<file path="config.mk">
export PLATFORM = sky130hd
export DESIGN_NAME = hsi_queue
export DESIGN_NICKNAME = d
export VERILOG_FILES = /design/src/hw/rtl/hmac_sha1_96_icv_defines.svh /design/src/hw/rtl/hsi_pkg.sv /design/src/hw/rtl/hsi_queue.sv
export SDC_FILE = /design/constraint.sdc
export NUM_CORES = 1
export LEC_CHECK = 0
export ABC_CLOCK_PERIOD_IN_PS = 2500
export BUFFER_PORTS_ARGS = -buffer_cell sky130_fd_sc_hd__buf_2
export CELL_PAD_IN_SITES_DETAIL_PLACEMENT = 0
export CELL_PAD_IN_SITES_GLOBAL_PLACEMENT = 1
export CORE_MARGIN = 2
export CORE_UTILIZATION = 40
export CTS_BUF_LIST = sky130_fd_sc_hd__clkbuf_8
export CTS_CLUSTER_SIZE = 25
export DETAILED_ROUTE_END_ITERATION = 8
export PLACE_DENSITY_LB_ADDON = 0.1
export SLEW_MARGIN = 10
export SYNTH_ARGS = -nofsm -noshare
export SYNTH_HDL_FRONTEND = slang
export SYNTH_SLANG_ARGS = --single-unit
export TNS_END_PERCENT = 20
</file>
<file path="constraint.sdc">
create_clock -name aclk -period 2.5 [get_ports aclk]
set_input_delay 0.25 -clock aclk [delete_from_list [all_inputs] [get_ports aclk]]
set_output_delay 0.25 -clock aclk [all_outputs]
set_load 0.005 [all_outputs]
</file>
<file path="src/hw/rtl/hmac_sha1_96_icv_defines.svh">
// Assertion macros shared by the HMAC-SHA1-96 RTL.
// No dependencies.
`ifndef HMAC_SHA1_96_ICV_DEFINES_SVH
`define HMAC_SHA1_96_ICV_DEFINES_SVH
`ifndef SYNTHESIS
`define HSI_ASSERT_IMPL(lbl, clk, rst_n, ante, cons) \
    lbl: assert property (@(posedge clk) disable iff (!rst_n) (ante) |-> (cons)) \
        else $error("assertion failed");
`define HSI_ASSERT_NEXT(lbl, clk, rst_n, ante, cons) \
    lbl: assert property (@(posedge clk) disable iff (!rst_n) (ante) |=> (cons)) \
        else $error("assertion failed");
`else
`define HSI_ASSERT_IMPL(lbl, clk, rst_n, ante, cons)
`define HSI_ASSERT_NEXT(lbl, clk, rst_n, ante, cons)
`endif
`endif

</file>
<file path="src/hw/rtl/hsi_pkg.sv">
// Package for the HMAC-SHA1-96 ICV engine: queue entry type, states, SHA-1 constants.
// No dependencies.
package hsi_pkg;
    localparam logic [1:0] CFG_KEY_HIGH = 2'd0;
    localparam logic [1:0] CFG_KEY_MID  = 2'd1;
    localparam logic [1:0] CFG_KEY_LOW  = 2'd2;

    localparam logic [31:0] IPAD_WORD = 32'h36363636;
    localparam logic [31:0] OPAD_WORD = 32'h5c5c5c5c;

    localparam logic [159:0] SHA_INIT =
        160'h67452301_EFCDAB89_98BADCFE_10325476_C3D2E1F0;

    // One queued byte from the front end.
    typedef struct packed {
        logic [7:0] data;
        logic       hash;   // byte enters the hash
        logic       first;  // first byte of the message
        logic       last;
        logic       dir;
    } q_entry_t;

    typedef enum logic [3:0] {
        ST_IDLE,
        ST_PAD_IN,
        ST_PAD_OUT,
        ST_MSG,
        ST_FIN_PAD,
        ST_FIN_CMP,
        ST_OUTER,
        ST_OUT_CMP,
        ST_RESULT
    } back_state_t;

    function automatic logic [31:0] rotl(input logic [31:0] x, input int n);
        rotl = (x << n) | (x >> (32 - n));
    endfunction

    function automatic logic [31:0] round_k(input logic [6:0] t);
        if (t < 7'd20)      round_k = 32'h5A827999;
        else if (t < 7'd40) round_k = 32'h6ED9EBA1;
        else if (t < 7'd60) round_k = 32'h8F1BBCDC;
        else                round_k = 32'hCA62C1D6;
    endfunction

    function automatic logic [31:0] round_f(input logic [6:0] t, input logic [31:0] b,
                                            input logic [31:0] c, input logic [31:0] d);
        if (t < 7'd20)      round_f = (b & c) | (~b & d);
        else if (t < 7'd40) round_f = b ^ c ^ d;
        else if (t < 7'd60) round_f = (b & c) | (b & d) | (c & d);
        else                round_f = b ^ c ^ d;
    endfunction
endpackage

</file>
<file path="src/hw/rtl/hsi_queue.sv">
// Short FIFO between the front end and the hash back end.
// Depends on hsi_pkg.
module hsi_queue (
    input  logic              aclk,
    input  logic              aresetn,
    input  logic              wr_valid,
    output logic              wr_ready,
    input  hsi_pkg::q_entry_t wr_data,
    output logic              rd_valid,
    input  logic              rd_ready,
    output hsi_pkg::q_entry_t rd_data
);
    hsi_pkg::q_entry_t mem_reg [4];
    logic [1:0] wp_reg, rp_reg;
    logic [2:0] cnt_reg;
    logic       wr, rd;

    assign wr_ready = cnt_reg != 3'd4;
    assign rd_valid = cnt_reg != 3'd0;
    assign rd_data  = mem_reg[rp_reg];
    assign wr = wr_valid && wr_ready;
    assign rd = rd_valid && rd_ready;

    always_ff @(posedge aclk) begin
        if (!aresetn) begin
            wp_reg <= '0; rp_reg <= '0; cnt_reg <= '0;
        end else begin
            if (wr) wp_reg <= wp_reg + 2'd1;
            if (rd) rp_reg <= rp_reg + 2'd1;
            cnt_reg <= cnt_reg + {2'b0, wr} - {2'b0, rd};
        end
        if (wr) mem_reg[wp_reg] <= wr_data;
    end
endmodule

</file>
==> impl_metrics.env <==
export IMPL_clock_sinks=57
export IMPL_synth_seq_cells=57
export IMPL_dpl_cell_count=214
export IMPL_h_tree_depth=3
export IMPL_yosys_warnings=0
export IMPL_cp_end_kind="flip-flop"
export IMPL_clkPwrFrac_pct=32.6
export IMPL_setup_tns_ps=0
export IMPL_setup_slack_ps=248
export IMPL_crit_arrival_ps=2470
export IMPL_drive_above_1_share_pct=39.9
export IMPL_tightest_slew_ps=623
export IMPL_layout_common_cells="edfxtp_1, buf_2, mux4_2"
export IMPL_cts_buffers=9
export IMPL_wl_per_cell_um=16.1
export IMPL_die_w_um=78.5
export IMPL_pin_count=30
export IMPL_synthesis_area_mm2=0.00222
export IMPL_setup_violations=0
export IMPL_holdWs_ps=139
export IMPL_grt_overflow=0
export IMPL_fp_dieArea_mm2=0.00616
export IMPL_syn_avg_cell_area_um2=20.2
export IMPL_crit_top_cell="inv_1"
export IMPL_powerDensity_mw_per_mm2=1030
export IMPL_skew_ps=4.00
export IMPL_cp_max_fo=6
export IMPL_rr_worst_depth=11
export IMPL_final_max_slew_viol_count=0
export IMPL_dp_hpwl_um=2420
export IMPL_r2r_start="cnt_reg[1]"
export IMPL_p_sw_uw=705
export IMPL_mostFrequentLayoutCell="edfxtp_1"
export IMPL_core_area_mm2=0.00544
export IMPL_cts_root_buf="clkbuf_8"
export IMPL_grt_pass1_vias=1195
export IMPL_largest_reg_flops=48
export IMPL_ant_nets=0
export IMPL_routabilityCongestion=0.722
export IMPL_status="complete, no violations"
export IMPL_antenna_found_initial=0
export IMPL_grt_use_total_pct=13.6
export IMPL_drtPass1Iterations=4
export IMPL_crit_required_ps=2720
export IMPL_slew_headroom_pct=58.4
export IMPL_place_ws_ps=250
export IMPL_worst_path_buf_inv=3
export IMPL_final_hold_violation_count=0
export IMPL_port_buffers=29
export IMPL_worst_hold_path_type="input port to flip-flop"
export IMPL_rows=27
export IMPL_drc_errors=0
export IMPL_grt_pass1_wl_um=5840
export IMPL_path_cells="nor2_1, a21boi_2, inv_1, ha_1, inv_1, ha_1, inv_1, fa_1, xnor2_1, xnor2_1, and2_1"
export IMPL_chipHeight_um=78.5
export IMPL_p_sw_share_pct=25.6
export IMPL_fin_nets=176
export IMPL_power_internal_mw=2.05
export IMPL_cts_max_path_buffers=2
export IMPL_max_freq_mhz=444
export IMPL_p_comb_share_pct=22.1
export IMPL_maxCapViolCount=0
export IMPL_vias=1077
export IMPL_vias_per_cell=4.68
export IMPL_peakVddDrop_uv=545
export IMPL_cpPeakStageDelay_ps=470
export IMPL_crit_path_start_kind="flip-flop"
export IMPL_crit_slowest_cell="dfxtp_1"
export IMPL_grt_max_degree=13
export IMPL_ctsHoldBuffers=0
export IMPL_hold_path_end="mem_reg[3][6]"
export IMPL_stdcell_count=230
export IMPL_timing_final_crit_share_pct=90.1
export IMPL_period_minus_slack_ps=2250
export IMPL_drt_initial_drc_count=30
export IMPL_area_delta_synth_final_pct=21.2
export IMPL_ys_seq_area_share_pct=73.1
export IMPL_leakage_nw=0.966
export IMPL_synth_fp_nets=133
export IMPL_r2r_end="cnt_reg[2]"
export IMPL_rsz0062_at_grt="false"
export IMPL_start_util_pct=40.8
export IMPL_drt_total_wl_um=3710
export IMPL_synthCells=110
export IMPL_hold_depth=1
export IMPL_post_cts_buffers=0
export IMPL_critPathKind="flip-flop to flip-flop"
export IMPL_cts_tree="done"
export IMPL_path_clk_slew_ps=60
export IMPL_clk_latency_ps=320
export IMPL_r2r_slack_ps=250
export IMPL_crit_family="adder cells"
export IMPL_p_seq_share_pct=45.3
export IMPL_cts_resized_gates=0
export IMPL_synthDistinctLibCells=20
export IMPL_hp_start="wr_data[6]"
export IMPL_n_antenna_cell=0
## stage by stage
step / utilization (%) / power (mW) / instance area, µm²
6_report: 49.4 / 2.76 / 2690
5_1_grt: 49.4 / 2.91 / 2690
4_1_cts: 49.4 / 2.81 / 2690
3_5_place_dp: 45.6 / 1.90 / 2480
3_3_place_gp: 45.6 / 1.87 / 2480
2_1_floorplan: - / 1.66 / 2220
## cells in the mapped netlist, drive strengths merged
cell type	number	area, µm²
mux2i	2	20.0
inv	5	18.8
fa	1	20.0
edfxtp	48	1440
dfxtp	9	180
or3	1	7.51
o311ai	1	16.3
nand2	5	18.8
o31a	1	10.0
ha	6	75.1
nor2b	3	18.8
a21boi	1	11.3
mux4	12	278
and2	7	43.8
clkbuf	1	3.75
buf	2	16.3
xnor2	4	35.0
nor2	1	3.75
## how the worst max path moves through the flow
stage	start	to	slack (ps)	cells past startpoint
after CTS	cnt_reg[1]	cnt_reg[2]	240	11
final	cnt_reg[1]	cnt_reg[2]	250	11
after global routing	cnt_reg[1]	cnt_reg[2]	130	11
after detailed placement	cnt_reg[1]	cnt_reg[2]	250	11
after floorplan	cnt_reg[1]	cnt_reg[2]	280	11
after global placement	cnt_reg[1]	cnt_reg[2]	380	11
## cell families after synthesis
| kind of cell | count (synthesis) | synth area share, % |
|---|---|---|
| compound gates | 3 | 1.69 |
| flops | 57 | 73.1 |
| xor+xnor | 4 | 1.58 |
| buf+inv | 8 | 1.75 |
| simple gates | 17 | 4.17 |
| mux | 14 | 13.4 |
| fa+ha+maj | 7 | 4.29 |
## metal layers
layer  track usage (%)  vias up  routed length, µm
met5                 0        -                  0
met4              5.26        0                 15
met3              6.90        2                175
met2              23.5       24               2000
met1              14.2      537               1520
li1                  -      514                  -
## area by class of cell
type	count	area, µm²
Clock buffer	9	124
Clock inverter	7	85.1
Fill cell	474	2750
Inverter	5	18.8
Multi-Input combinational cell	45	558
Sequential cell	57	1620
Tap cell	72	90.1
Timing Repair Buffer	35	190
## power groups by stage
stage / Clock [mW] / Sequential (mW) / Combinational, mW
global route: 0.963 / 1.27 / 0.678
CTS: 0.925 / 1.25 / 0.628
finish: 0.898 / 1.25 / 0.610
global placement: 0 / 1.26 / 0.606
detailed placement: 0 / 1.27 / 0.623
floorplan: 0 / 1.24 / 0.423
## worst reg2reg max path, delay by kind of cell (launching register included)
kind | cells | cell delay [ps]
xor gates and xnor gates | 2 | 280
and+or+nand+nor | 2 | 280
DFF | 1 | 470
buffers and inverters | 3 | 170
adders and majority gates | 3 | 790
AOI/OAI and AO/OA | 1 | 170
Power figures use the tool's default switching activity.
