<file path="src/hw/rtl/hmac_sha1_96_icv_defines.svh">
// Assertion macros shared by the HMAC-SHA1-96 RTL.
// No dependencies.
`ifndef HMAC_SHA1_96_ICV_DEFINES_SVH
`define HMAC_SHA1_96_ICV_DEFINES_SVH
`ifndef SYNTHESIS
`define HSI_ASSERT_IMPL(lbl, clk, rst_n, ante, cons) \
    lbl: assert property (@(posedge clk) disable iff (!rst_n) (ante) |-> (cons)) \
        else $error("assertion failed");
`define HSI_ASSERT_NEXT(lbl, clk, rst_n, ante, cons) \
    lbl: assert property (@(posedge clk) disable iff (!rst_n) (ante) |=> (cons)) \
        else $error("assertion failed");
`else
`define HSI_ASSERT_IMPL(lbl, clk, rst_n, ante, cons)
`define HSI_ASSERT_NEXT(lbl, clk, rst_n, ante, cons)
`endif
`endif

</file>
<file path="src/hw/rtl/hsi_pkg.sv">
// Package for the HMAC-SHA1-96 ICV engine: queue entry type, states, SHA-1 constants.
// No dependencies.
package hsi_pkg;
    localparam logic [1:0] CFG_KEY_HIGH = 2'd0;
    localparam logic [1:0] CFG_KEY_MID  = 2'd1;
    localparam logic [1:0] CFG_KEY_LOW  = 2'd2;

    localparam logic [31:0] IPAD_WORD = 32'h36363636;
    localparam logic [31:0] OPAD_WORD = 32'h5c5c5c5c;

    localparam logic [159:0] SHA_INIT =
        160'h67452301_EFCDAB89_98BADCFE_10325476_C3D2E1F0;

    // One queued byte from the front end.
    typedef struct packed {
        logic [7:0] data;
        logic       hash;   // byte enters the hash
        logic       first;  // first byte of the message
        logic       last;
        logic       dir;
    } q_entry_t;

    typedef enum logic [3:0] {
        ST_IDLE,
        ST_PAD_IN,
        ST_PAD_OUT,
        ST_MSG,
        ST_FIN_PAD,
        ST_FIN_CMP,
        ST_OUTER,
        ST_OUT_CMP,
        ST_RESULT
    } back_state_t;

    function automatic logic [31:0] rotl(input logic [31:0] x, input int n);
        rotl = (x << n) | (x >> (32 - n));
    endfunction

    function automatic logic [31:0] round_k(input logic [6:0] t);
        if (t < 7'd20)      round_k = 32'h5A827999;
        else if (t < 7'd40) round_k = 32'h6ED9EBA1;
        else if (t < 7'd60) round_k = 32'h8F1BBCDC;
        else                round_k = 32'hCA62C1D6;
    endfunction

    function automatic logic [31:0] round_f(input logic [6:0] t, input logic [31:0] b,
                                            input logic [31:0] c, input logic [31:0] d);
        if (t < 7'd20)      round_f = (b & c) | (~b & d);
        else if (t < 7'd40) round_f = b ^ c ^ d;
        else if (t < 7'd60) round_f = (b & c) | (b & d) | (c & d);
        else                round_f = b ^ c ^ d;
    endfunction
endpackage

</file>
<file path="src/hw/rtl/hsi_sha1_core.sv">
// SHA-1 compression unit: one round per cycle over a 16-word rolling schedule.
// Depends on hsi_pkg and the defines header.
`include "hmac_sha1_96_icv_defines.svh"
module hsi_sha1_core (
    input  logic         aclk,
    input  logic         aresetn,
    input  logic         start,
    input  logic [159:0] h_in,
    input  logic [511:0] blk,     // word 0 in top bits
    output logic         busy,
    output logic         done,
    output logic [159:0] h_out
);
    logic [6:0]   t_reg, t_next;
    logic         busy_reg, busy_next;
    logic         done_reg, done_next;
    logic [511:0] w_reg, w_next;
    logic [31:0]  a_reg, b_reg, c_reg, d_reg, e_reg;
    logic [31:0]  a_next, b_next, c_next, d_next, e_next;
    logic [159:0] h_reg, h_next;
    logic [31:0]  wt, wnew, tmp;

    always_comb begin
        wt   = w_reg[511:480];
        wnew = hsi_pkg::rotl(w_reg[95:64] ^ w_reg[255:224] ^ w_reg[447:416]
                             ^ w_reg[511:480], 1);
        tmp  = hsi_pkg::rotl(a_reg, 5) + hsi_pkg::round_f(t_reg, b_reg, c_reg, d_reg)
               + e_reg + hsi_pkg::round_k(t_reg) + wt;
        t_next = t_reg; busy_next = busy_reg; done_next = 1'b0; w_next = w_reg;
        a_next = a_reg; b_next = b_reg; c_next = c_reg; d_next = d_reg; e_next = e_reg;
        h_next = h_reg;
        if (start && !busy_reg) begin
            busy_next = 1'b1; t_next = '0; w_next = blk; h_next = h_in;
            a_next = h_in[159:128]; b_next = h_in[127:96]; c_next = h_in[95:64];
            d_next = h_in[63:32];   e_next = h_in[31:0];
        end else if (busy_reg) begin
            w_next = {w_reg[479:0], wnew};
            e_next = d_reg; d_next = c_reg; c_next = hsi_pkg::rotl(b_reg, 30);
            b_next = a_reg; a_next = tmp;
            t_next = t_reg + 7'd1;
            if (t_reg == 7'd79) begin
                busy_next = 1'b0; done_next = 1'b1;
                h_next = {h_reg[159:128] + tmp, h_reg[127:96] + a_reg,
                          h_reg[95:64] + hsi_pkg::rotl(b_reg, 30),
                          h_reg[63:32] + c_reg, h_reg[31:0] + d_reg};
            end
        end
    end

    always_ff @(posedge aclk) begin
        if (!aresetn) begin
            busy_reg <= 1'b0; done_reg <= 1'b0; t_reg <= '0;
        end else begin
            busy_reg <= busy_next; done_reg <= done_next; t_reg <= t_next;
        end
        w_reg <= w_next; h_reg <= h_next;
        a_reg <= a_next; b_reg <= b_next; c_reg <= c_next; d_reg <= d_next; e_reg <= e_next;
    end

    assign busy  = busy_reg;
    assign done  = done_reg;
    assign h_out = h_reg;

    `HSI_ASSERT_NEXT(a_done_end, aclk, aresetn, busy_reg && t_reg == 7'd79, done_reg)
    `HSI_ASSERT_IMPL(a_done_idle, aclk, aresetn, done_reg, !busy_reg)
    `HSI_ASSERT_IMPL(a_round_rng, aclk, aresetn, busy_reg, t_reg < 7'd80)
endmodule

</file>
<file path="src/hw/rtl/hsi_back.sv">
// Back end: builds pad hashes, packs bytes into blocks, finalizes inner and outer hash.
// Depends on hsi_pkg, hsi_sha1_core and the defines header.
`include "hmac_sha1_96_icv_defines.svh"
module hsi_back #(
    parameter int KEY_BYTES = 20,
    parameter int ICV_BYTES = 12
) (
    input  logic              aclk,
    input  logic              aresetn,
    input  logic [159:0]      key,       // byte 0 in top bits
    input  logic              key_wr,
    input  logic              q_valid,
    output logic              q_ready,
    input  hsi_pkg::q_entry_t q_data,
    output logic              m_valid,
    input  logic              m_ready,
    output logic [63:0]       icv_upper,
    output logic [31:0]       icv_lower,
    output logic              ack_outbound
);
    hsi_pkg::back_state_t st_reg, st_next;
    logic         pv_reg, pv_next;
    logic [159:0] ih_reg, ih_next, oh_reg, oh_next, cv_reg, cv_next;
    logic [511:0] buf_reg, buf_next;
    logic [31:0]  len_reg, len_next;
    logic         dir_reg, dir_next, lastp_reg, lastp_next;
    logic [63:0]  up_reg, up_next;
    logic [31:0]  lo_reg, lo_next;
    logic         start;
    logic [159:0] h_in, h_out;
    logic [511:0] blk, kpad, ipad, opad, bmask;
    logic         busy, done;
    logic [5:0]   pos;
    logic [159:0] dg;
    logic [63:0]  bits;

    hsi_sha1_core u_core (.aclk, .aresetn, .start, .h_in, .blk, .busy, .done, .h_out);

    always_comb begin
        for (int i = 0; i < 20; i++)
            kpad[511-8*i -: 8] = (i < KEY_BYTES) ? key[159-8*i -: 8] : 8'h00;
        kpad[351:0] = '0;
        ipad = kpad ^ {16{hsi_pkg::IPAD_WORD}};
        opad = kpad ^ {16{hsi_pkg::OPAD_WORD}};
    end

    assign pos  = len_reg[5:0];
    assign bits = ({32'd0, len_reg} + 64'd64) << 3;
    assign m_valid = st_reg == hsi_pkg::ST_RESULT;
    assign icv_upper = up_reg;
    assign icv_lower = lo_reg;
    assign ack_outbound = dir_reg;

    always_comb begin
        st_next = st_reg; pv_next = pv_reg && !key_wr;
        ih_next = ih_reg; oh_next = oh_reg; cv_next = cv_reg; buf_next = buf_reg;
        len_next = len_reg; dir_next = dir_reg; lastp_next = lastp_reg;
        up_next = up_reg; lo_next = lo_reg;
        q_ready = 1'b0; start = 1'b0; h_in = hsi_pkg::SHA_INIT; blk = ipad;
        bmask = '0; dg = '0;
        unique case (st_reg)
            hsi_pkg::ST_IDLE: begin
                if (q_valid) begin
                    if (q_data.first && !pv_reg) begin
                        start = 1'b1; st_next = hsi_pkg::ST_PAD_IN;
                    end else begin
                        st_next = hsi_pkg::ST_MSG;
                    end
                end
            end
            hsi_pkg::ST_PAD_IN: if (done) begin
                ih_next = h_out; start = 1'b1; blk = opad; st_next = hsi_pkg::ST_PAD_OUT;
            end
            hsi_pkg::ST_PAD_OUT: if (done) begin
                oh_next = h_out; pv_next = !key_wr; st_next = hsi_pkg::ST_MSG;
            end
            hsi_pkg::ST_MSG: begin
                q_ready = 1'b1;
                if (q_data.first) begin
                    cv_next = ih_reg; len_next = '0; dir_next = q_data.dir;
                end
                lastp_next = q_data.last;
                st_next = q_data.last ? hsi_pkg::ST_FIN_PAD : hsi_pkg::ST_IDLE;
                if (q_data.hash) begin
                    bmask = {8'hFF, 504'd0} >> ({3'd0, (q_data.first ? 6'd0 : pos)} << 3);
                    buf_next = (buf_reg & ~bmask) | (bmask & ({q_data.data, 504'd0}
                               >> ({3'd0, (q_data.first ? 6'd0 : pos)} << 3)));
                    len_next = (q_data.first ? 32'd0 : len_reg) + 32'd1;
                    if ((q_data.first ? 6'd0 : pos) == 6'd63) begin
                        start = 1'b1; h_in = q_data.first ? ih_reg : cv_reg; blk = buf_next;
                        st_next = hsi_pkg::ST_FIN_PAD; // wait for compress
                        lastp_next = q_data.last;
                    end
                end
                if (start) st_next = hsi_pkg::ST_FIN_CMP;
            end
            hsi_pkg::ST_FIN_CMP: if (done) begin
                // block compress during the message
                cv_next = h_out;
                st_next = lastp_reg ? hsi_pkg::ST_FIN_PAD : hsi_pkg::ST_IDLE;
            end
            hsi_pkg::ST_FIN_PAD: begin
                // append 0x80 and zeros; length in this block if room remains
                bmask = {512{1'b1}} >> ({3'd0, pos} << 3);
                buf_next = (buf_reg & ~bmask) | ({8'h80, 504'd0} >> ({3'd0, pos} << 3));
                if (pos < 6'd56) buf_next[63:0] = bits;
                start = 1'b1; h_in = cv_reg; blk = buf_next;
                len_next = (pos < 6'd56) ? len_reg : 32'd0;
                lastp_next = pos < 6'd56;
                st_next = hsi_pkg::ST_OUTER;
                if (pos >= 6'd56) begin
                    // extra all-zero length block follows
                    len_next = len_reg;
                end
            end
            hsi_pkg::ST_OUTER: if (done) begin
                if (!lastp_reg) begin
                    start = 1'b1; h_in = h_out; blk = {448'd0, bits}; lastp_next = 1'b1;
                end else begin
                    start = 1'b1; h_in = oh_reg;
                    blk = {h_out, 32'h80000000, 288'd0, 32'd672};
                    st_next = hsi_pkg::ST_OUT_CMP;
                end
            end
            hsi_pkg::ST_OUT_CMP: if (done) begin
                for (int i = 0; i < 20; i++)
                    dg[159-8*i -: 8] = (i < ICV_BYTES) ? h_out[159-8*i -: 8] : 8'h00;
                up_next = dg[159:96]; lo_next = dg[95:64];
                st_next = hsi_pkg::ST_RESULT;
            end
            hsi_pkg::ST_RESULT: if (m_ready) st_next = hsi_pkg::ST_IDLE;
            default: st_next = hsi_pkg::ST_IDLE;
        endcase
    end

    always_ff @(posedge aclk) begin
        if (!aresetn) begin
            st_reg <= hsi_pkg::ST_IDLE; pv_reg <= 1'b0; len_reg <= '0;
            dir_reg <= 1'b0; lastp_reg <= 1'b0;
        end else begin
            st_reg <= st_next; pv_reg <= pv_next; len_reg <= len_next;
            dir_reg <= dir_next; lastp_reg <= lastp_next;
        end
        ih_reg <= ih_next; oh_reg <= oh_next; cv_reg <= cv_next; buf_reg <= buf_next;
        up_reg <= up_next; lo_reg <= lo_next;
    end

    `HSI_ASSERT_IMPL(a_start_free, aclk, aresetn, start, !busy)
    `HSI_ASSERT_IMPL(a_no_pop_busy, aclk, aresetn, q_ready, !busy)
    `HSI_ASSERT_NEXT(a_res_hold, aclk, aresetn, m_valid && !m_ready, m_valid)
endmodule

</file>
<file path="config.mk">
export PLATFORM = sky130hd
export DESIGN_NAME = hsi_back
export DESIGN_NICKNAME = d
export VERILOG_FILES = /design/src/hw/rtl/hsi_pkg.sv /design/src/hw/rtl/hsi_sha1_core.sv /design/src/hw/rtl/hsi_back.sv
export VERILOG_INCLUDE_DIRS = /design/src /design/src/hw/rtl
export SDC_FILE = /design/constraint.sdc
export NUM_CORES = 2
export LEC_CHECK = 0
export BUFFER_PORTS_ARGS = -buffer_cell sky130_fd_sc_hd__buf_4
export CAP_MARGIN = 30
export CORE_ASPECT_RATIO = 1.4
export CORE_UTILIZATION = 50
export CTS_BUF_LIST = sky130_fd_sc_hd__clkbuf_16
export CTS_CLUSTER_DIAMETER = 40
export DETAILED_ROUTE_END_ITERATION = 10
export GPL_TIMING_DRIVEN = 0
export PLACE_DENSITY = 0.66
export SLEW_MARGIN = 20
export SYNTH_ARGS = -nofsm -noshare
export SYNTH_HDL_FRONTEND = slang
export SYNTH_SLANG_ARGS = --single-unit
</file>
<file path="constraint.sdc">
create_clock -name aclk -period 16 [get_ports aclk]
set_input_delay 0 -clock aclk [delete_from_list [all_inputs] [get_ports aclk]]
set_output_delay 0 -clock aclk [all_outputs]
set_load 0.01 [all_outputs]
</file>
==> results by stage, run 1 <==
Run status:
- The tool reported: "[ERROR GRT-0116] Global routing finished with congestion. Check the congestion regions in the DRC Viewer".
- The run ended at 5_1_grt.
- The flow did not finish.

Global routing:
- The global-route wire length before repair is 1,170,000 um.
- Entering global routing, the biggest net connects 59 pins.
- For this run, the total global-route usage over all layers was measured as 0.767.
- Summed over all layers, the global routing overflow is 1,962.
- The via count of the first global-routing pass is 119,000.

Clock tree:
- The worst-case clock buffer depth is 4.
- The root buffer selected by CTS is clkbuf_16.
- The clock net in this run drives a total of 1,968 sinks.
- The level count of the clock H-tree is 5.
- Counting the buffers created by CTS gives 279.

Floorplanning:
- The chip height is 549 um.
- In this run the horizontal extent of the chip is 393 um.
- The starting density of the core is 0.504.
- The boundary pin count is 276.
- Row generation in the floorplan step produced 200 rows.

Logic synthesis:
- The synthesized flop and latch total is 1,968.
- Counting flops with an async set or reset pin after synthesis yields a share of 0.
- Summing every instance area after synthesis gives 107,000 sq um.
- The Yosys step of the flow raised 0 warnings.
- Synthesis produced a netlist whose cell count is 10,300.
- Counting flops with a built-in enable in the synthesized netlist gives 1,920.
- The distinct cell type count after synthesis is 90.
- The average cell area after synthesis is 10.4 sq um.
- The most instantiated flip-flop cell in the synthesis netlist is edfxtp_1.
- For this run, the register share of the synthesized area comes to 0.548.
- The post-synthesis net count is 10,800.

Placement:
- The minimum setup slack after placement is 4.57 ns.
- Routability-driven placement finished with a final weighted congestion of 1.24.
- The HPWL after detailed placement is 555,000 um.
- The number of buffer cells added on primary ports is 275.
## synth_stat cells (39+ instances only)
cell type	count	area, sq um
dfxtp_1	48	961
fa_1	124	2480
a221oi_1	115	1010
nor2_1	778	2920
o211ai_1	40	300
a31oi_1	73	457
o22ai_1	73	457
edfxtp_1	1920	57700
a211o_1	50	438
o21a_1	68	510
xnor2_1	203	1780
o21ai_1	49	245
and2_1	41	257
a21oi_1	1046	5240
nand3_1	168	841
o21ai_0	1292	6470
buf_1	87	327
a21o_1	173	1300
xor2_1	127	1110
a22oi_1	63	473
a22o_1	84	736
a211oi_1	49	368
ha_1	235	2940
nand2b_1	39	244
mux2_2	40	450
a222oi_1	120	1200
nor3_1	76	380
or3_1	68	425
clkbuf_1	408	1530
buf_2	131	656
inv_1	251	942
nand2_1	1530	5740
mux2i_1	252	2520
## routing by layer
metal / overflow / GRT usage
met5: 3 / 0.301
met4: 713 / 0.771
met3: 35 / 0.597
met2: 1194 / 0.930
met1: 17 / 0.777
## metrics by stage
step | hold WS (ns) | area, sq um | std cells | util
global placement | 0.238 | 113000 | 13400 | 0.530
CTS | 0.0287 | 128000 | 14300 | 0.603
detailed placement | 0.240 | 117000 | 13600 | 0.550
floorplan | 0.0768 | 107000 | 10300 | -
## cell families after synthesis
family	count (synthesis)	synth area share
xor+xnor	330	0.0270
mux	292	0.0278
compound gates	3561	0.202
simple gates	2877	0.112
fa+ha+maj	359	0.0507
buf+inv	880	0.0324
flops	1968	0.548
## what timing repair did
action / CTS
setup buffers: 0
hold buffers: 176
endpoints found under the hold margin: 201
gates resized for setup: 0
==> run 2, diff against run 1 <==
--- a/config.mk
+++ b/config.mk
@@ -8,13 +8,10 @@
 export LEC_CHECK = 0
 export BUFFER_PORTS_ARGS = -buffer_cell sky130_fd_sc_hd__buf_4
 export CAP_MARGIN = 30
-export CORE_ASPECT_RATIO = 1.4
-export CORE_UTILIZATION = 50
-export CTS_BUF_LIST = sky130_fd_sc_hd__clkbuf_16
-export CTS_CLUSTER_DIAMETER = 40
+export CORE_UTILIZATION = 35
 export DETAILED_ROUTE_END_ITERATION = 10
 export GPL_TIMING_DRIVEN = 0
-export PLACE_DENSITY = 0.66
+export PLACE_DENSITY_LB_ADDON = 0.15
 export SLEW_MARGIN = 20
 export SYNTH_ARGS = -nofsm -noshare
 export SYNTH_HDL_FRONTEND = slang
==> run 2 against run 1 <==
The flow now finishes without violations. Area after synthesis unchanged. Synthesized cell count unchanged.
==> results by stage, run 2 <==
Logic synthesis:
- edfxtp_1 takes more of the synthesized area than any other cell.
- Of the post-synthesis cell area, the dominant cell type holds 0.539.
- A synthesized cell averages 10.4 sq um.
- The number of nets in the synthesized netlist is 10,800.
- During synthesis, Yosys emitted a total of 0 warnings.
- The number of synthesized flops with an enable pin is 1,920.
- Sorting the synthesized cells by how often they occur yields edfxtp_1, nand2_1, o21ai_0, a21oi_1, nor2_1.
- By area, the combinational part of the netlist is dominated by compound AO/OA/AOI/OAI gates.
- The synthesized netlist cell count is 10,300.
- Summing every instance area after synthesis gives 107,000 sq um.
- After synthesis, the netlist uses 90 different library cells.
- The most instantiated flip-flop cell in the synthesis netlist is edfxtp_1.
- For this run, the register share of the synthesized area comes to 0.548.
- Of the total synthesized cell area, the portion taken by full adders, half adders and majority gates is 0.0507.
- Of the total synthesized cell area, the portion taken by XOR and XNOR cells is 0.0270.
- Of the total synthesized cell area, the portion taken by AND, OR, NAND and NOR gates is 0.112.
- The leading cell type by number of instances after synthesis is edfxtp_1.
- The mux cell area share after synthesis is 0.0278.
- Ranked by total cell area, the synthesized netlist is headed by edfxtp_1, o21ai_0, nand2_1.
- The proportion of synthesized flip-flops having asynchronous set or reset is 0.
- The synthesized flop and latch total is 1,968.
- The compound-cell area share of the yosys netlist is 0.202.

Clock tree:
- The total number of clock tree sinks is 1,968.
- The tree is rooted in a clkbuf_16.
- The CTS tree is yes.
- The insertion delay to the later sink of the worst-skew pair is 1.00 ns.
- The post-cts hold buffer count is 183.
- CTS built an H-tree with a depth of 4.
- The clock input transition at the sequential cells of the worst setup and hold paths is 0.06 ns.
- The post-cts sizing count is 0.
- No sink is reached through more buffers than the 4 on the longest clock path.
- The number of setup buffers added after CTS is 0.
- The number of buffers created by CTS is 235.

Timing:
- The clock tree skew after final layout is 0.0621 ns.
- The worst path in the final design needs a cycle of 11.22 ns, including I/O delays and setup.
- After routing, the total negative slack on setup checks comes to 0 ns.
- The worst slew margin relative to its limit is 0.191.
- The transition time at the pin with the least slew margin is 1.21 ns.
- The final-report hold violation count is 0.
- The peak clock frequency supported by timing is 0.0891 GHz.
- Setup repair after global routing left no endpoint under its margin.
- The max-slew violation count is 0.
- The final worst-path setup slack is 4.78 ns.
- The final setup violation count is 0.
- Dividing the final minimum period by the clock period gives 0.701.

Setup path:
- By instance count, the cell type seen most on the critical path is clkbuf_1.
- The biggest fanout along the worst timing path is 10.
- STA puts the critical path data required time at 16.71 ns.
- The worst setup path is launched from a flop.
- In this design, the stage delay of the slowest critical-path cell is 0.83 ns.
- The worst setup path is captured at a flop.
- Data on the critical path arrives at its endpoint at 11.94 ns.
- Among all stages on the critical path, the largest delay is contributed by fa_1.
- The path type of the worst setup path is flop to flop.

Global routing:
- The number of antenna violations at the first check in global routing was 141.
- The via count of the first global-routing pass is 95,400.
- For this run, the total global-route usage over all layers was measured as 0.485.
- The maximum number of pins on one net before global-route repair is 53.
- The global-route wire length before repair is 966,000 um.
- The total overflow reported by the global router is 0.

Route:
- The detail route stage leaves a number of antenna-violating nets equal to 0.
- The routed design has 766,000 um of wire.
- Using the TritonRoute via totals, the vias-per-cell ratio works out to 6.66.
- The count of TritonRoute iterations in the first routing pass is 8.
- For this block, the via count after detailed routing is 103,000.
- In the final routed layout, each cell accounts on average for 49.4 um.
- After the first detailed-routing iteration, the DRC count stood at 17,000.
- The DRC violation count after routing is 0.

Floorplanning:
- The die width is 555 um.
- The area of the die is 308,000 sq um.
- The floorplan step defined a core boundary enclosing 303,000 sq um.
- The initial utilization of the core area, before any placement, comes to 0.353.
- The chip height is 555 um.
- Pin placement for this block handled 276 I/O pins.
- The count of standard-cell rows is 202.

Power and ir drop:
- Power spread over the standard cell area amounts to 294 nW/um^2.
- VDD sags by at most 0.598 mV.
- The standby leakage power is 0.0477 uW.

Placement:
- Detailed placement finished with a half-perimeter wire length of 609,000 um.
- The routability-driven placement congestion ratio is 1.09.
- Before CTS, the worst setup slack after placement is 4.90 ns.
- The count of buffers added on input and output ports is 275.

Finish:
- The multi-input combinational cells in the finished layout cover a total of 45,100 sq um.
- Relative to the synthesized area, the layout overhead comes to 20.2%.
- The ratio of cells with drive above 1 in the final layout is 0.117.
- Leaving out fill and tap cells, the most frequent cell in the layout is edfxtp_1.
- In the final design database the tool counted 11,800 nets.
- Summing all flip-flop and latch instances after layout gives 58,600 sq um.
- The filler cells instantiated in the layout total 29,400.
- In the layout the commonest cells are edfxtp_1, nand2_1, o21ai_0.
- The fraction of the core area covered by cells at the end of the flow is 0.424.

Min path:
- The class of the worst hold path is input pin to flop.

Run status:
- The run finished with clean final reports.

Run:
- The max capacitance violation total is 0.
## run 2: final cells by class
class | instances | share of cell area
well taps | 3978 | 0.0387
clock buffers | 287 | 0.0475
diodes | 109 | 0.00212
inverters | 254 | 0.00741
flip-flops and latches | 1968 | 0.456
plain buffers | 626 | 0.0215
clock inverters | 141 | 0.0109
repair buffers | 722 | 0.0650
multi-input cells | 7419 | 0.351
## run 2: stage by stage
stage	cells	hold WS [ns]	area, sq um	total power [uW]
floorplan	10300	0.0768	107000	22300
global placement	14500	0.169	114000	31200
detailed placement	14800	0.168	119000	31200
CTS	15400	0.000220	128000	36800
global route	15400	0.0650	128000	39000
finish	15500	0.0294	129000	37800
## run 2: cell families after synthesis
kind of cell | count (synthesis)
AO/OA/AOI/OAI | 3561
XOR/XNOR | 330
adder cells (fa/ha/maj) | 359
buffers and inverters | 880
flip-flops | 1968
multiplexers | 292
AND/OR/NAND/NOR | 2877
## run 2: where the power goes
part | switching [uW] | total, uW | internal [uW] | leakage [uW]
clock network | 2490 | 5540 | 3050 | 0.00366
logic | 14800 | 22600 | 7820 | 0.0260
registers | 1700 | 9710 | 8010 | 0.0180
total | 18900 | 37800 | 18900 | 0.0477
## run 2: per-layer routing
layer | track usage | part of all wire | routed length (um) | vias to the layer above
met5 | 0 | 0.00037 | 284 | -
li1 | - | - | - | 40400
met1 | 0.531 | 0.34 | 259000 | 51500
met4 | 0.518 | 0.13 | 96600 | 28
met2 | 0.735 | 0.44 | 334000 | 8661
met3 | 0.129 | 0.099 | 76200 | 2672
## run 2: final timing paths
| check | from | end | slack [ns] | cells past startpoint |
|---|---|---|---|---|
| max | u_core.t_reg[4] | u_core.h_out[159] | 4.78 | 34 |
| min | key[43] | u_core.w_reg[395] | 0.03 | 4 |
| max reg2reg | u_core.t_reg[4] | u_core.h_out[159] | 4.78 | 34 |
| min reg2reg | u_core.w_reg[398] | u_core.w_reg[430] | 0.50 | 2 |
## run 2: worst max-delay path, delay by kind of cell (launching register included)
| kind | cells | cell delay (ns) |
|---|---|---|
| xor+xnor | 3 | 0.58 |
| simple gates | 5 | 1.29 |
| buf+inv | 7 | 1.87 |
| fa+ha+maj | 5 | 2.58 |
| flops | 1 | 0.31 |
| compound gates | 14 | 4.30 |
Note: power is estimated with default switching activity, not from simulation.
