==> src/hw/rtl/hmac_sha1_96_icv_defines.svh <==
// Assertion macros shared by the HMAC-SHA1-96 RTL.
// No dependencies.
`ifndef HMAC_SHA1_96_ICV_DEFINES_SVH
`define HMAC_SHA1_96_ICV_DEFINES_SVH
`ifndef SYNTHESIS
`define HSI_ASSERT_IMPL(lbl, clk, rst_n, ante, cons) \
    lbl: assert property (@(posedge clk) disable iff (!rst_n) (ante) |-> (cons)) \
        else $error("assertion failed");
`define HSI_ASSERT_NEXT(lbl, clk, rst_n, ante, cons) \
    lbl: assert property (@(posedge clk) disable iff (!rst_n) (ante) |=> (cons)) \
        else $error("assertion failed");
`else
`define HSI_ASSERT_IMPL(lbl, clk, rst_n, ante, cons)
`define HSI_ASSERT_NEXT(lbl, clk, rst_n, ante, cons)
`endif
`endif

==> src/hw/rtl/hsi_pkg.sv <==
// Package for the HMAC-SHA1-96 ICV engine: queue entry type, states, SHA-1 constants.
// No dependencies.
package hsi_pkg;
    localparam logic [1:0] CFG_KEY_HIGH = 2'd0;
    localparam logic [1:0] CFG_KEY_MID  = 2'd1;
    localparam logic [1:0] CFG_KEY_LOW  = 2'd2;

    localparam logic [31:0] IPAD_WORD = 32'h36363636;
    localparam logic [31:0] OPAD_WORD = 32'h5c5c5c5c;

    localparam logic [159:0] SHA_INIT =
        160'h67452301_EFCDAB89_98BADCFE_10325476_C3D2E1F0;

    // One queued byte from the front end.
    typedef struct packed {
        logic [7:0] data;
        logic       hash;   // byte enters the hash
        logic       first;  // first byte of the message
        logic       last;
        logic       dir;
    } q_entry_t;

    typedef enum logic [3:0] {
        ST_IDLE,
        ST_PAD_IN,
        ST_PAD_OUT,
        ST_MSG,
        ST_FIN_PAD,
        ST_FIN_CMP,
        ST_OUTER,
        ST_OUT_CMP,
        ST_RESULT
    } back_state_t;

    function automatic logic [31:0] rotl(input logic [31:0] x, input int n);
        rotl = (x << n) | (x >> (32 - n));
    endfunction

    function automatic logic [31:0] round_k(input logic [6:0] t);
        if (t < 7'd20)      round_k = 32'h5A827999;
        else if (t < 7'd40) round_k = 32'h6ED9EBA1;
        else if (t < 7'd60) round_k = 32'h8F1BBCDC;
        else                round_k = 32'hCA62C1D6;
    endfunction

    function automatic logic [31:0] round_f(input logic [6:0] t, input logic [31:0] b,
                                            input logic [31:0] c, input logic [31:0] d);
        if (t < 7'd20)      round_f = (b & c) | (~b & d);
        else if (t < 7'd40) round_f = b ^ c ^ d;
        else if (t < 7'd60) round_f = (b & c) | (b & d) | (c & d);
        else                round_f = b ^ c ^ d;
    endfunction
endpackage

==> src/hw/rtl/hsi_front.sv <==
// Front end: tracks header/payload counts and marks which bytes enter the hash.
// Depends on hsi_pkg.
module hsi_front #(
    parameter int OFFSET_BITS = 16
) (
    input  logic                  aclk,
    input  logic                  aresetn,
    input  logic                  in_valid,
    output logic                  in_ready,
    input  logic [7:0]            data_byte,
    input  logic                  is_header,
    input  logic [15:0]           start_offset,
    input  logic                  direction_out,
    input  logic                  last_byte,
    output logic                  q_valid,
    input  logic                  q_ready,
    output hsi_pkg::q_entry_t     q_data
);
    localparam logic [OFFSET_BITS-1:0] CMAX = '1;
    logic                   open_reg, open_next;
    logic [OFFSET_BITS-1:0] hcnt_reg, hcnt_next, pidx_reg, pidx_next;
    logic [OFFSET_BITS-1:0] off_reg, off_next, off_use, eff;
    logic                   dir_reg, dir_next, dir_use;
    logic [OFFSET_BITS-1:0] hcnt_use, pidx_use;
    logic                   acc;

    assign in_ready = q_ready;
    assign q_valid  = in_valid;
    assign acc      = in_valid && q_ready;

    always_comb begin
        off_use  = open_reg ? off_reg
                 : OFFSET_BITS'({{(OFFSET_BITS > 16 ? OFFSET_BITS - 16 : 1){1'b0}}, start_offset});
        dir_use  = open_reg ? dir_reg : direction_out;
        hcnt_use = open_reg ? hcnt_reg : '0;
        pidx_use = open_reg ? pidx_reg : '0;
        eff      = (off_use != '0) ? off_use : hcnt_use;
        q_data.data  = data_byte;
        q_data.first = !open_reg;
        q_data.last  = last_byte;
        q_data.dir   = dir_use;
        q_data.hash  = is_header || (pidx_use >= eff);
        open_next = open_reg; hcnt_next = hcnt_reg; pidx_next = pidx_reg;
        off_next = off_reg; dir_next = dir_reg;
        if (acc) begin
            off_next = off_use; dir_next = dir_use;
            hcnt_next = hcnt_use; pidx_next = pidx_use;
            if (is_header) begin
                if (hcnt_use != CMAX) hcnt_next = hcnt_use + 1'b1;
            end else if (pidx_use != CMAX) begin
                pidx_next = pidx_use + 1'b1;
            end
            open_next = !last_byte;
        end
    end

    always_ff @(posedge aclk) begin
        if (!aresetn) begin
            open_reg <= 1'b0; hcnt_reg <= '0; pidx_reg <= '0; off_reg <= '0; dir_reg <= 1'b0;
        end else begin
            open_reg <= open_next; hcnt_reg <= hcnt_next; pidx_reg <= pidx_next;
            off_reg <= off_next; dir_reg <= dir_next;
        end
    end
endmodule

==> config.mk <==
export PLATFORM = sky130hd
export DESIGN_NAME = hsi_front
export DESIGN_NICKNAME = d
export VERILOG_FILES = /design/src/hw/rtl/hmac_sha1_96_icv_defines.svh /design/src/hw/rtl/hsi_pkg.sv /design/src/hw/rtl/hsi_front.sv
export SDC_FILE = /design/constraint.sdc
export NUM_CORES = 1
export LEC_CHECK = 0
export BUFFER_PORTS_ARGS = -buffer_cell sky130_fd_sc_hd__buf_2
export CORE_MARGIN = 5
export CORE_UTILIZATION = 55
export DETAILED_ROUTE_END_ITERATION = 7
export MAX_ROUTING_LAYER = met4
export PLACE_DENSITY = 0.89
export SLEW_MARGIN = 20
export SYNTH_ARGS = -nofsm -noshare
export SYNTH_HDL_FRONTEND = slang
export SYNTH_SLANG_ARGS = --single-unit
export TNS_END_PERCENT = 1
==> constraint.sdc <==
create_clock -name aclk -period 3.76 [get_ports aclk]
set_input_delay 0.752 -clock aclk [delete_from_list [all_inputs] [get_ports aclk]]
set_output_delay 0.752 -clock aclk [all_outputs]
set_load 0.02 [all_outputs]
==> Implementation_results.wiki, run 1 <==
{| class="wikitable"
! Metric !! Value
|-
| CTS tree || done
|-
| H-tree depth reported by CTS || 2
|-
| Worst Path Arrival || 3.12 ns
|-
| Overall overflow remaining after global route || 0
|-
| Instance count along the most critical hold path || 2
|-
| RR Startpoint || open_reg
|-
| Endpoint of the worst hold-timing path || off_reg[14]
|-
| Number of storage elements in the synthesis netlist || 50
|-
| Insertion delay to the later sink of the worst-skew pair || 0.31 ns
|-
| Capture point of the worst reg-to-reg path || hcnt_reg[12]
|-
| Depth of the worst register-to-register path || 8
|-
| Number of DRC violations after detailed-routing iteration 0 || 456
|-
| Synth Area per Inst || 7.851 um^2
|-
| Total power || 0.001104 W
|-
| Clock transition at the register clock pins on the worst setup and hold paths after CTS || 0.09 ns
|-
| Count of final max-slew check failures || 0
|-
| Dominant cell by count in the synthesized netlist || sky130_fd_sc_hd__nand2_1
|-
| Die Area || 7789 um^2
|-
| Violated checks || negative setup slack
|-
| Clock Tree Buf Depth || 2
|-
| Die boundary height || 88.26 um
|-
| Placeable core area || 5921 um^2
|-
| Width of the die || 88.26 um
|-
| Tightest Pin Transition || 0.7793 ns
|-
| Required time of the worst setup path || 3.01 ns
|-
| Clock skew || 0.01143 ns
|-
| Total CTS buffers || 5
|-
| Total power divided by cell area || 289.4 nW/um^2
|-
| Result of the run || finished with violations
|-
| DRT Pass-1 Iters || 5
|-
| Max Clock Freq || 0.2581 GHz
|-
| Yosys top cell by area || sky130_fd_sc_hd__dfxtp_1
|-
| Antenna violations before repair || 0
|-
| VDD IR-drop max || 232.3 uV
|-
| Post-synth top area share || 29.72%
|-
| Growth of design area from synthesis to finish || 13.30%
|-
| Count of vias placed by the detailed router || 3433
|-
| Global-route wire length before repair || 14840 um
|-
| Worst setup SP type || flip-flop
|-
| Leading cell types by count after synthesis || 76 x sky130_fd_sc_hd__nand2_1, 50 x sky130_fd_sc_hd__dfxtp_1, 32 x sky130_fd_sc_hd__a21oi_1
|-
| Number of global-route vias before repair || 3118
|-
| CTS Hold Bufs || 0
|-
| Class of the tightest hold or removal check || reg2reg
|-
| CTS sink cnt || 50
|-
| Fraction of final layout cells sized beyond drive strength 1 || 23.09%
|-
| Final setup violation count || 1
|-
| Root Buffer || sky130_fd_sc_hd__clkbuf_8
|-
| Most used DFF post-synth || sky130_fd_sc_hd__dfxtp_1
|-
| Overall track demand over capacity in global routing || 24.56%
|-
| Via density per instance || 6.589
|-
| Number of nets produced by synthesis || 478
|-
| Num ports || 45
|-
| Worst relative slew slack || 47.57%
|-
| HPWL Detailed || 6331 um
|-
| GP Congestion || 0.9643
|-
| Wirelength, routed || 9802 um
|-
| Critical-path maximum fanout || 15
|-
| LEAKAGE || 1.392 nW
|-
| Largest net degree at the start of global routing || 31
|-
| Initial Utilization || 56.89%
|-
| DRC violation count after routing || 0
|-
| Antenna diode count || 0
|-
| Share of synthesized area occupied by flip-flops and latches || 29.72%
|-
| Worst Min Path Start || off_reg[14]
|-
| Synthesized instance count || 429
|-
| Number of flops mapped to enable cells by yosys || 0
|-
| FF-to-FF setup slack || 1.04 ns
|-
| Number of violations of the max-capacitance limit || 0
|-
| Post-detailed-route count of antenna-violating nets || 0
|-
| Async set-or-reset flop fraction in the synthesized netlist || 0%
|-
| Total negative setup slack || -0.1152 ns
|-
| Row Count || 28
|-
| Top post-synthesis cells by area || sky130_fd_sc_hd__dfxtp_1 30%, sky130_fd_sc_hd__nand2_1 8.5%, sky130_fd_sc_hd__ha_1 6.7%
|-
| Critical path endpoint category || output pin
|-
| Port Buffer Count || 28
|-
| Critical setup path kind || reg2out
|-
| Fillers || 461
|-
| Per-cell routed wire length || 18.81 um
|-
| Post-layout min period || 3.875 ns
|-
| Number of warnings reported in the yosys synthesis log || 0
|-
| Post-synthesis instance area || 3368 um^2
|-
| Number of nets in the finished design || 494
|-
| Share of the cycle needed by the critical path after routing || 103.1%
|-
| Number of hold violations in the final report || 0
|-
| Synth unique cells || 58
|-
| Least setup slack across all paths after layout || -0.1152 ns
|-
| Unrepaired setup endpoints after global routing || true
|}
-- per-stage QoR --
stage	instance area (um^2)	worst slack, ns	cells	util, %	hold slack, ns
2_1_floorplan	3368	0.1282	429	-	0.4312
3_3_place_gp	3486	-0.03317	509	58.88	0.4404
3_5_place_dp	3486	-0.1043	509	58.88	0.4487
4_1_cts	3674	-0.03766	520	62.05	0.4625
5_1_grt	3816	-0.2803	521	64.45	0.4860
6_report	3816	-0.1152	521	64.45	0.4588
-- final cells by class --
type                            instances  area, um^2  share of cell area [%]
Multi-Input combinational cell        332        2276                   59.64
Sequential cell                        50        1005                   26.33
Timing Repair Buffer                   43       280.3                   7.344
Tap cell                               75       93.84                   2.459
Clock buffer                            5       68.82                   1.803
Inverter                               13       48.80                   1.279
Clock inverter                          3       43.79                   1.148
-- placed cells by master, fill, tap and decap left out, drive strengths merged, types with 6 or more instances in the layout --
| cell | n |
|---|---|
| or2 | 6 |
| dfxtp | 50 |
| a211o | 6 |
| nand4 | 9 |
| o211ai | 11 |
| nor4 | 13 |
| mux2 | 11 |
| nor3 | 11 |
| xnor2 | 6 |
| buf | 43 |
| o21ai | 11 |
| a31oi | 11 |
| nand2 | 76 |
| a21oi | 32 |
| ha | 18 |
| inv | 13 |
| nand3 | 16 |
| xor2 | 7 |
| nor2 | 26 |
| and2 | 15 |
-- repair_timing --
item                                    CTS  global route
endpoints found under the setup margin    1             1
gates cloned                              1             0
gates resized for setup                  15            29
buffers inserted                          2             1
pin swaps                                13            14
-- worst max-delay path by stage --
stage / from / to / slack, ns
global route: open_reg / q_data[3] / -0.28
detailed placement: start_offset[12] / q_data[3] / -0.10
floorplan: start_offset[6] / q_data[3] / 0.13
CTS: start_offset[6] / q_data[3] / -0.04
finish: open_reg / q_data[3] / -0.12
global placement: start_offset[12] / q_data[3] / -0.03
-- report_power, final --
group	internal (W)	switching, W
combinational	0.0000609	0.0000991
sequential	0.000540	0.0000101
clock	0.000200	0.000195
total	0.000800	0.000304
-- logic make-up (layout without fill, tap and decap cells) --
logic type | count (synthesis) | count (layout) | synth area share (%)
AOI/OAI and AO/OA | 100 | 100 | 20.32
xor gates and xnor gates | 13 | 13 | 3.380
adders and majority gates | 18 | 18 | 6.687
buffers and inverters | 47 | 64 | 7.392
DFF | 50 | 50 | 29.72
muxes | 12 | 12 | 3.975
and+or+nand+nor | 189 | 189 | 28.53
-- layer usage --
layer | track usage, % | vias up | wire length (um) | part of all wire [%]
met4 | 9.615 | 0 | 403 | 4.1
met1 | 29.85 | 1630 | 3811 | 39
li1 | - | 1567 | - | -
met5 | - | - | 0 | 0
met2 | 40.72 | 191 | 4850 | 49
met3 | 3.911 | 45 | 736 | 7.5
-- worst max-delay path: stages, from the launching register on --
cell,delay [ns]
sky130_fd_sc_hd__dfxtp_4,0.46
sky130_fd_sc_hd__nand2b_1,0.11
sky130_fd_sc_hd__nor4_1,0.38
sky130_fd_sc_hd__o22ai_2,0.22
sky130_fd_sc_hd__nor2_4,0.21
sky130_fd_sc_hd__buf_6,0.14
sky130_fd_sc_hd__a31oi_1,0.07
sky130_fd_sc_hd__ha_1,0.35
sky130_fd_sc_hd__nand4_1,0.13
sky130_fd_sc_hd__a211oi_2,0.23
sky130_fd_sc_hd__o221ai_2,0.16
sky130_fd_sc_hd__a21oi_2,0.18
sky130_fd_sc_hd__buf_4,0.16
Note: power is estimated with default switching activity, not from simulation.
==> run 2, diff against run 1 <==
GPL_ROUTABILITY_DRIVEN = 0   (was not set)
PLACE_DENSITY = 0.77   (was 0.89)
clock period = 4.55 ns   (was 3.76 ns; I/O delays follow)
==> run 2 against run 1 <==
  * The run now ends clean
  * Sequential share of layout area up 1.8 points
  * Utilization down 4.4 points
  * Worst hold slack about the same
  * Critical path depth up 1
  * Critical path type is now in2out
  * Critical endpoint unchanged
  * Largest cell class unchanged
==> Implementation_results.wiki, run 2 (synthesis results as in run 1) <==
{| class="wikitable"
! Metric !! Value
|-
| Via density per instance || 6.059 (was 6.589)
|-
| Fraction of final layout cells sized beyond drive strength 1 || 16.55% (was 23.09%)
|-
| Master of the slowest instance on the critical path || sky130_fd_sc_hd__ha_1 (was sky130_fd_sc_hd__dfxtp_4)
|-
| Antenna violations before repair || 0 (unchanged)
|-
| Cell Count, Final, Fillers Out || 510 (was 521)
|-
| DRT Pass-1 Iters || 4 (was 5)
|-
| CTS tree || done (unchanged)
|-
| Count of final max-slew check failures || 0 (unchanged)
|-
| Antenna diode count || 0 (unchanged)
|-
| VDD IR-drop max || 164.0 uV (was 232.3 uV)
|-
| Max Clock Freq || 0.2286 GHz
|-
| Initial Utilization || 56.89% (unchanged)
|-
| Leading cell type in the layout, fill and taps excluded || sky130_fd_sc_hd__nand2_1 (unchanged)
|-
| Total met3 wirelength after detailed routing || 425 um (was 736 um)
|-
| Depth of the worst register-to-register path || 8 (unchanged)
|-
| Result of the run || finished clean (was finished with violations)
|-
| Num ports || 45 (unchanged)
|-
| Max Used Layer || met4 (unchanged)
|-
| Class of the tightest hold or removal check || reg2reg (unchanged)
|-
| Util after Layout || 60.10% (was 64.45%)
|-
| Die Area || 7789 um^2 (unchanged)
|-
| Post-detailed-route count of antenna-violating nets || 0 (unchanged)
|-
| Tightest Pin Transition || 0.9009 ns (was 0.7793 ns)
|-
| CTS Hold Bufs || 0 (unchanged)
|-
| Number of violations of the max-capacitance limit || 0 (unchanged)
|-
| Clock transition at the register clock pins on the worst setup and hold paths after CTS || 0.09 ns (about the same)
|-
| Critical path endpoint category || output pin (unchanged)
|-
| Final setup violation count || 0 (was 1)
|-
| Width of the die || 88.26 um (unchanged)
|-
| Fin area || 3558 um^2 (was 3816 um^2)
|-
| Worst relative slew slack || 39.87% (was 47.57%)
|-
| Number of nets in the finished design || 483 (was 494)
|-
| H-tree depth reported by CTS || 2 (unchanged)
|-
| Growth of design area from synthesis to finish || 5.646% (was 13.30%)
|-
| DRC violation count after routing || 0 (unchanged)
|-
| Number of global-route vias before repair || 2849 (was 3118)
|-
| Worst setup SP type || primary input (was flip-flop)
|-
| Clock skew || 0.009322 ns (was 0.01143 ns)
|-
| Total negative setup slack || 0 ns (was -0.1152 ns)
|-
| Unrepaired setup endpoints after global routing || false (was true)
|-
| Placeable core area || 5921 um^2 (unchanged)
|-
| Clock Tree Buf Depth || 2 (unchanged)
|-
| Total CTS buffers || 5 (unchanged)
|-
| Critical setup path kind || in2out (was reg2out)
|-
| Port Buffer Count || 28 (unchanged)
|-
| Insertion delay to the later sink of the worst-skew pair || 0.31 ns (about the same)
|-
| Number of DRC violations after detailed-routing iteration 0 || 179 (was 456)
|-
| Overall track demand over capacity in global routing || 22.43% (was 24.56%)
|-
| WL met1 || 3552 um (was 3811 um)
|-
| Critical-path maximum fanout || 12 (was 15)
|-
| Worst Path Arrival || 3.46 ns (was 3.12 ns)
|-
| Required time of the worst setup path || 3.64 ns (was 3.01 ns)
|-
| Post-layout min period || 4.375 ns
|-
| Series of cell instances along the critical path || buf_2, or2_2, nor4_1, o22ai_2, nor2_1, buf_4, a31oi_1, ha_1, a211oi_1, o21ai_0, a311oi_1, a21oi_1, buf_2 (was nand2b_1, nor4_1, o22ai_2, nor2_4, buf_6, a31oi_1, ha_1, nand4_1, a211oi_2, o221ai_2, a21oi_2, buf_4)
|-
| Total power divided by cell area || 246.7 nW/um^2 (was 289.4 nW/um^2)
|-
| CTS sink cnt || 50 (unchanged)
|-
| Number of hold violations in the final report || 0 (unchanged)
|-
| Met2 wire len || 4034 um (was 4850 um)
|-
| DP Cell Count || 502 (was 509)
|-
| Post-Place Cell Area || 3433 um^2 (was 3486 um^2)
|-
| Stage delay of the slowest cell on the critical path || 0.34 ns (was 0.46 ns)
|-
| LEAKAGE || 1.277 nW (was 1.392 nW)
|-
| Global-route wire length before repair || 13510 um (was 14840 um)
|-
| HPWL Detailed || 6128 um (was 6331 um)
|-
| Share of the cycle needed by the critical path after routing || 96.15%
|-
| Row Count || 28 (unchanged)
|-
| Count of vias placed by the detailed router || 3090 (was 3433)
|-
| Die boundary height || 88.26 um (unchanged)
|-
| Per-cell routed wire length || 15.96 um (was 18.81 um)
|-
| Largest net degree at the start of global routing || 47 (was 31)
|-
| Most used cells in the layout excluding fill and tap cells || 76 x sky130_fd_sc_hd__nand2_1, 49 x sky130_fd_sc_hd__dfxtp_1, 32 x sky130_fd_sc_hd__a21oi_1 (was 76 x sky130_fd_sc_hd__nand2_1, 49 x sky130_fd_sc_hd__dfxtp_1, 30 x sky130_fd_sc_hd__a21oi_1)
|-
| Instance count along the most critical hold path || 2 (unchanged)
|-
| Wirelength, routed || 8142 um (was 9802 um)
|-
| Worst path most repeated cell || sky130_fd_sc_hd__buf_2
|-
| Overall overflow remaining after global route || 0 (unchanged)
|-
| Root Buffer || sky130_fd_sc_hd__clkbuf_8 (unchanged)
|}
## run 2: layout make-up
cell class / instances / area (um^2)
timing repair buffer: 32 / 170.2
tap: 75 / 93.84
inverter: 13 / 48.80
fill: 549 / 2362
clock inverter: 2 / 37.54
sequential: 50 / 1002
clock buffer: 6 / 72.57
multi-input combinational: 332 / 2133
## run 2: path summary, 6_finish.rpt
| check | from | slack, ns | end |
|---|---|---|---|
| setup / recovery | start_offset[6] | 0.18 | q_data[3] |
| hold / removal | dir_reg | 0.46 | dir_reg |
| setup reg to reg | open_reg | 1.65 | pidx_reg[5] |
| hold reg to reg | dir_reg | 0.46 | dir_reg |
## run 2: repair_timing
| action | in CTS | in global routing |
|---|---|---|
| endpoints found under the setup margin | 0 | 1 |
| setup buffers | 0 | 0 |
| gates resized for setup | 0 | 2 |
## run 2: power by group
group / total (W) / internal, W / switching (W)
Clock: 0.000314 / 0.000164 / 0.000150
Sequential: 0.000454 / 0.000446 / 0.00000821
Combinational: 0.000110 / 0.0000406 / 0.0000691
Total: 0.000878 / 0.000651 / 0.000227
## run 2: critical path: cells and delay by family
family / cells / cell delay (ns)
compound gates: 6 / 1.07
fa+ha+maj: 1 / 0.34
buf+inv: 3 / 0.46
simple gates: 3 / 0.69
## run 2: layer usage
metal  global-route usage [%]  up-vias
met5                        -        -
met4                    7.555        0
met3                    4.097       10
met2                    36.71       68
met1                    27.85     1465
li1                         -     1547
## run 2: through the flow
| stage | hold slack [ns] | power (W) | setup WS, ns |
|---|---|---|---|
| 2_1_floorplan | 0.4312 | 0.0005489 | 0.6022 |
| 3_3_place_gp | 0.4389 | 0.0005678 | 0.3702 |
| 3_5_place_dp | 0.4489 | 0.0005720 | 0.2492 |
| 4_1_cts | 0.4641 | 0.0008832 | 0.2368 |
| 5_1_grt | 0.4873 | 0.0009213 | 0.007336 |
| 6_report | 0.4592 | 0.0008780 | 0.1750 |
==> run 3, diff against run 2 <==
CORE_UTILIZATION = 35   (was 55)
PLACE_DENSITY = not set   (was 0.77)
==> run 3 against run 2 <==
  * Register-to-register slack got worse by 0.14 ns
  * Final cell count is 11% higher
  * Count of clock-buffer cells in the layout is the same
  * Sequential share of layout area is 0.77 points lower
  * Utilization decreased by 21 points
  * Global-route usage fell by 7.0 points
  * Via count decreased by 0.81%
  * Critical path type unchanged
  * Critical endpoint unchanged
  * Largest cell class unchanged
==> Implementation_results.wiki, run 3 (synthesis results as in run 1) <==
{| class="wikitable"
! Metric !! Value
|-
| Result of the run || finished clean (unchanged)
|-
| H-tree depth reported by CTS || 2 (unchanged)
|-
| Postcts setup bufs || 0 (unchanged)
|-
| Most used cells in the layout excluding fill and tap cells || 76 x sky130_fd_sc_hd__nand2_1, 49 x sky130_fd_sc_hd__dfxtp_1, 32 x sky130_fd_sc_hd__a21oi_1 (unchanged)
|-
| Max Clock Freq || 0.2293 GHz (was 0.2286 GHz)
|-
| Fraction of final layout cells sized beyond drive strength 1 || 16.78% (was 16.55%)
|-
| Worst setup SP type || primary input (unchanged)
|-
| Total power divided by cell area || 259.5 nW/um^2 (was 246.7 nW/um^2)
|-
| HPWL Detailed || 6469 um (was 6128 um)
|-
| LEAKAGE || 1.298 nW (was 1.277 nW)
|-
| Number of hold violations in the final report || 0 (unchanged)
|-
| CTS sink cnt || 50 (unchanged)
|-
| Master of the slowest instance on the critical path || sky130_fd_sc_hd__ha_1 (unchanged)
|-
| Clock transition at the register clock pins on the worst setup and hold paths after CTS || 0.09 ns (about the same)
|-
| Clock Tree Buf Depth || 2 (unchanged)
|-
| CTS Hold Bufs || 0 (unchanged)
|-
| CTS tree || done (unchanged)
|-
| Global-route met1 utilization || 20.27% (was 27.85%)
|-
| Clock skew || 0.008098 ns (was 0.009322 ns)
|-
| Post-Place Cell Area || 3503 um^2 (was 3433 um^2)
|-
| Global-route wire length before repair || 14230 um (was 13510 um)
|-
| Number of DRC violations after detailed-routing iteration 0 || 177 (was 179)
|-
| Series of cell instances along the critical path || buf_2, or2_2, nor4_1, o22ai_2, nor2_1, buf_4, a31oi_1, ha_1, a211oi_1, o21ai_1, a311oi_1, a21oi_1, buf_2 (was buf_2, or2_2, nor4_1, o22ai_2, nor2_1, buf_4, a31oi_1, ha_1, a211oi_1, o21ai_0, a311oi_1, a21oi_1, buf_2)
|-
| Logic depth of the worst path, buffers included || 13 (unchanged)
|-
| Antenna diode count || 0 (unchanged)
|-
| Root Buffer || sky130_fd_sc_hd__clkbuf_8 (unchanged)
|-
| Final setup violation count || 0 (unchanged)
|-
| Instance count along the most critical hold path || 2 (unchanged)
|-
| Count of vias placed by the detailed router || 3065 (was 3090)
|-
| Fin area || 3659 um^2 (was 3558 um^2)
|-
| Number of global-route vias before repair || 2890 (was 2849)
|-
| Util after Layout || 39.22% (was 60.10%)
|-
| Largest net degree at the start of global routing || 37 (was 47)
|-
| VDD IR-drop max || 118.5 uV (was 164.0 uV)
|-
| Overall overflow remaining after global route || 0 (unchanged)
|-
| Critical path endpoint category || output pin (unchanged)
|-
| Post-layout min period || 4.362 ns (was 4.375 ns)
|-
| Number of nets in the finished design || 483 (unchanged)
|-
| Die Area || 11690 um^2 (was 7789 um^2)
|-
| Num ports || 45 (unchanged)
|-
| Depth of the worst register-to-register path || 8 (unchanged)
|-
| Critical path buffer and inverter count || 3 (unchanged)
|-
| Worst relative slew slack || 45.60% (was 39.87%)
|-
| Per-cell routed wire length || 15.37 um (was 15.96 um)
|-
| Die boundary height || 108.1 um (was 88.26 um)
|-
| Count of final max-slew check failures || 0 (unchanged)
|-
| Dominant delay contributor by cell family on the critical path || compound AO/OA/AOI/OAI gates (unchanged)
|-
| DRT Pass-1 Iters || 4 (unchanged)
|-
| Worst path most repeated cell || sky130_fd_sc_hd__buf_2 (unchanged)
|-
| Via density per instance || 5.434 (was 6.059)
|-
| Stage delay of the slowest cell on the critical path || 0.33 ns (was 0.34 ns)
|-
| Number of violations of the max-capacitance limit || 0 (unchanged)
|-
| GR met2 Demand/Resource || 23.71% (was 36.71%)
|-
| Initial Utilization || 36.11% (was 56.89%)
|-
| Row Count || 35 (was 28)
|-
| Overall track demand over capacity in global routing || 15.46% (was 22.43%)
|-
| Width of the die || 108.1 um (was 88.26 um)
|-
| Total CTS buffers || 5 (unchanged)
|-
| Post-detailed-route count of antenna-violating nets || 0 (unchanged)
|-
| Critical setup path kind || in2out (unchanged)
|-
| Placeable core area || 9328 um^2 (was 5921 um^2)
|-
| Worst Path Arrival || 3.45 ns (was 3.46 ns)
|-
| DP Cell Count || 556 (was 502)
|-
| Antenna violations before repair || 0 (unchanged)
|-
| Met3 routing resource usage after global routing || 2.806% (was 4.097%)
|-
| Growth of design area from synthesis to finish || 8.618% (was 5.646%)
|-
| Required time of the worst setup path || 3.64 ns (about the same)
|-
| DRC violation count after routing || 0 (unchanged)
|-
| Wirelength, routed || 8667 um (was 8142 um)
|-
| Port Buffer Count || 28 (unchanged)
|-
| Cell Count, Final, Fillers Out || 564 (was 510)
|-
| Most Crowded Layer GR || met2 (unchanged)
|-
| Class of the tightest hold or removal check || reg2reg (unchanged)
|-
| Tightest Pin Transition || 0.8085 ns (was 0.9009 ns)
|-
| Share of the cycle needed by the critical path after routing || 95.86% (was 96.15%)
|-
| Leading cell type in the layout, fill and taps excluded || sky130_fd_sc_hd__nand2_1 (unchanged)
|-
| Critical-path maximum fanout || 12 (unchanged)
|-
| FF-to-FF setup slack || 1.51 ns (was 1.65 ns)
|-
| Insertion delay to the later sink of the worst-skew pair || 0.30 ns (was 0.31 ns)
|}
-- run 3: final cells by class --
| class | count | area (um^2) |
|---|---|---|
| Fill cell | 971 | 5669 |
| Multi-Input combinational cell | 332 | 2133 |
| Sequential cell | 50 | 1002 |
| Timing Repair Buffer | 32 | 170.2 |
| Tap cell | 129 | 161.4 |
| Clock buffer | 6 | 82.58 |
| Clock inverter | 2 | 60.06 |
| Inverter | 13 | 48.80 |
-- run 3: per-layer routing --
metal	wire length (um)	share of wire [%]	vias up
met4	217	2.5	0
met5	0	0	-
met1	4032	47	1450
met3	351	4.0	16
li1	-	-	1547
met2	4065	47	52
-- run 3: power by group --
part | switching (W) | internal, W
combinational | 0.0000689 | 0.0000403
sequential | 0.00000899 | 0.000446
clock | 0.000150 | 0.000235
-- run 3: timing repair --
item,4_1_cts,5_1_grt
gates resized for setup,0,3
endpoints found under the hold margin,0,0
setup endpoints to repair,0,1
-- run 3: path summary, 6_finish.rpt --
check                         from      endpoint
setup / recovery  start_offset[12]     q_data[3]
hold / removal         off_reg[14]   off_reg[14]
setup reg to reg          open_reg  hcnt_reg[12]
hold reg to reg        off_reg[14]   off_reg[14]
-- run 3: through the flow --
stage	hold slack, ns	setup TNS [ns]	power (W)	setup WS [ns]
final	0.4592	0	0.0009494	0.1883
after global routing	0.4838	-0.01707	0.0009945	-0.01707
after CTS	0.4598	0	0.0009642	0.1618
after detailed placement	0.4459	0	0.0005742	0.1757
after global placement	0.4391	0	0.0005712	0.3330
after floorplan	0.4312	0	0.0005489	0.6022
-- run 3: worst register-to-register path: stages (launching register included) --
cell,delay [ns]
sky130_fd_sc_hd__dfxtp_2,0.66
sky130_fd_sc_hd__buf_4,0.43
sky130_fd_sc_hd__and2_1,0.29
sky130_fd_sc_hd__ha_1,0.26
sky130_fd_sc_hd__nand3_1,0.15
sky130_fd_sc_hd__nor4_1,0.65
sky130_fd_sc_hd__o2111ai_1,0.25
sky130_fd_sc_hd__xnor2_1,0.19
sky130_fd_sc_hd__nor2_1,0.06
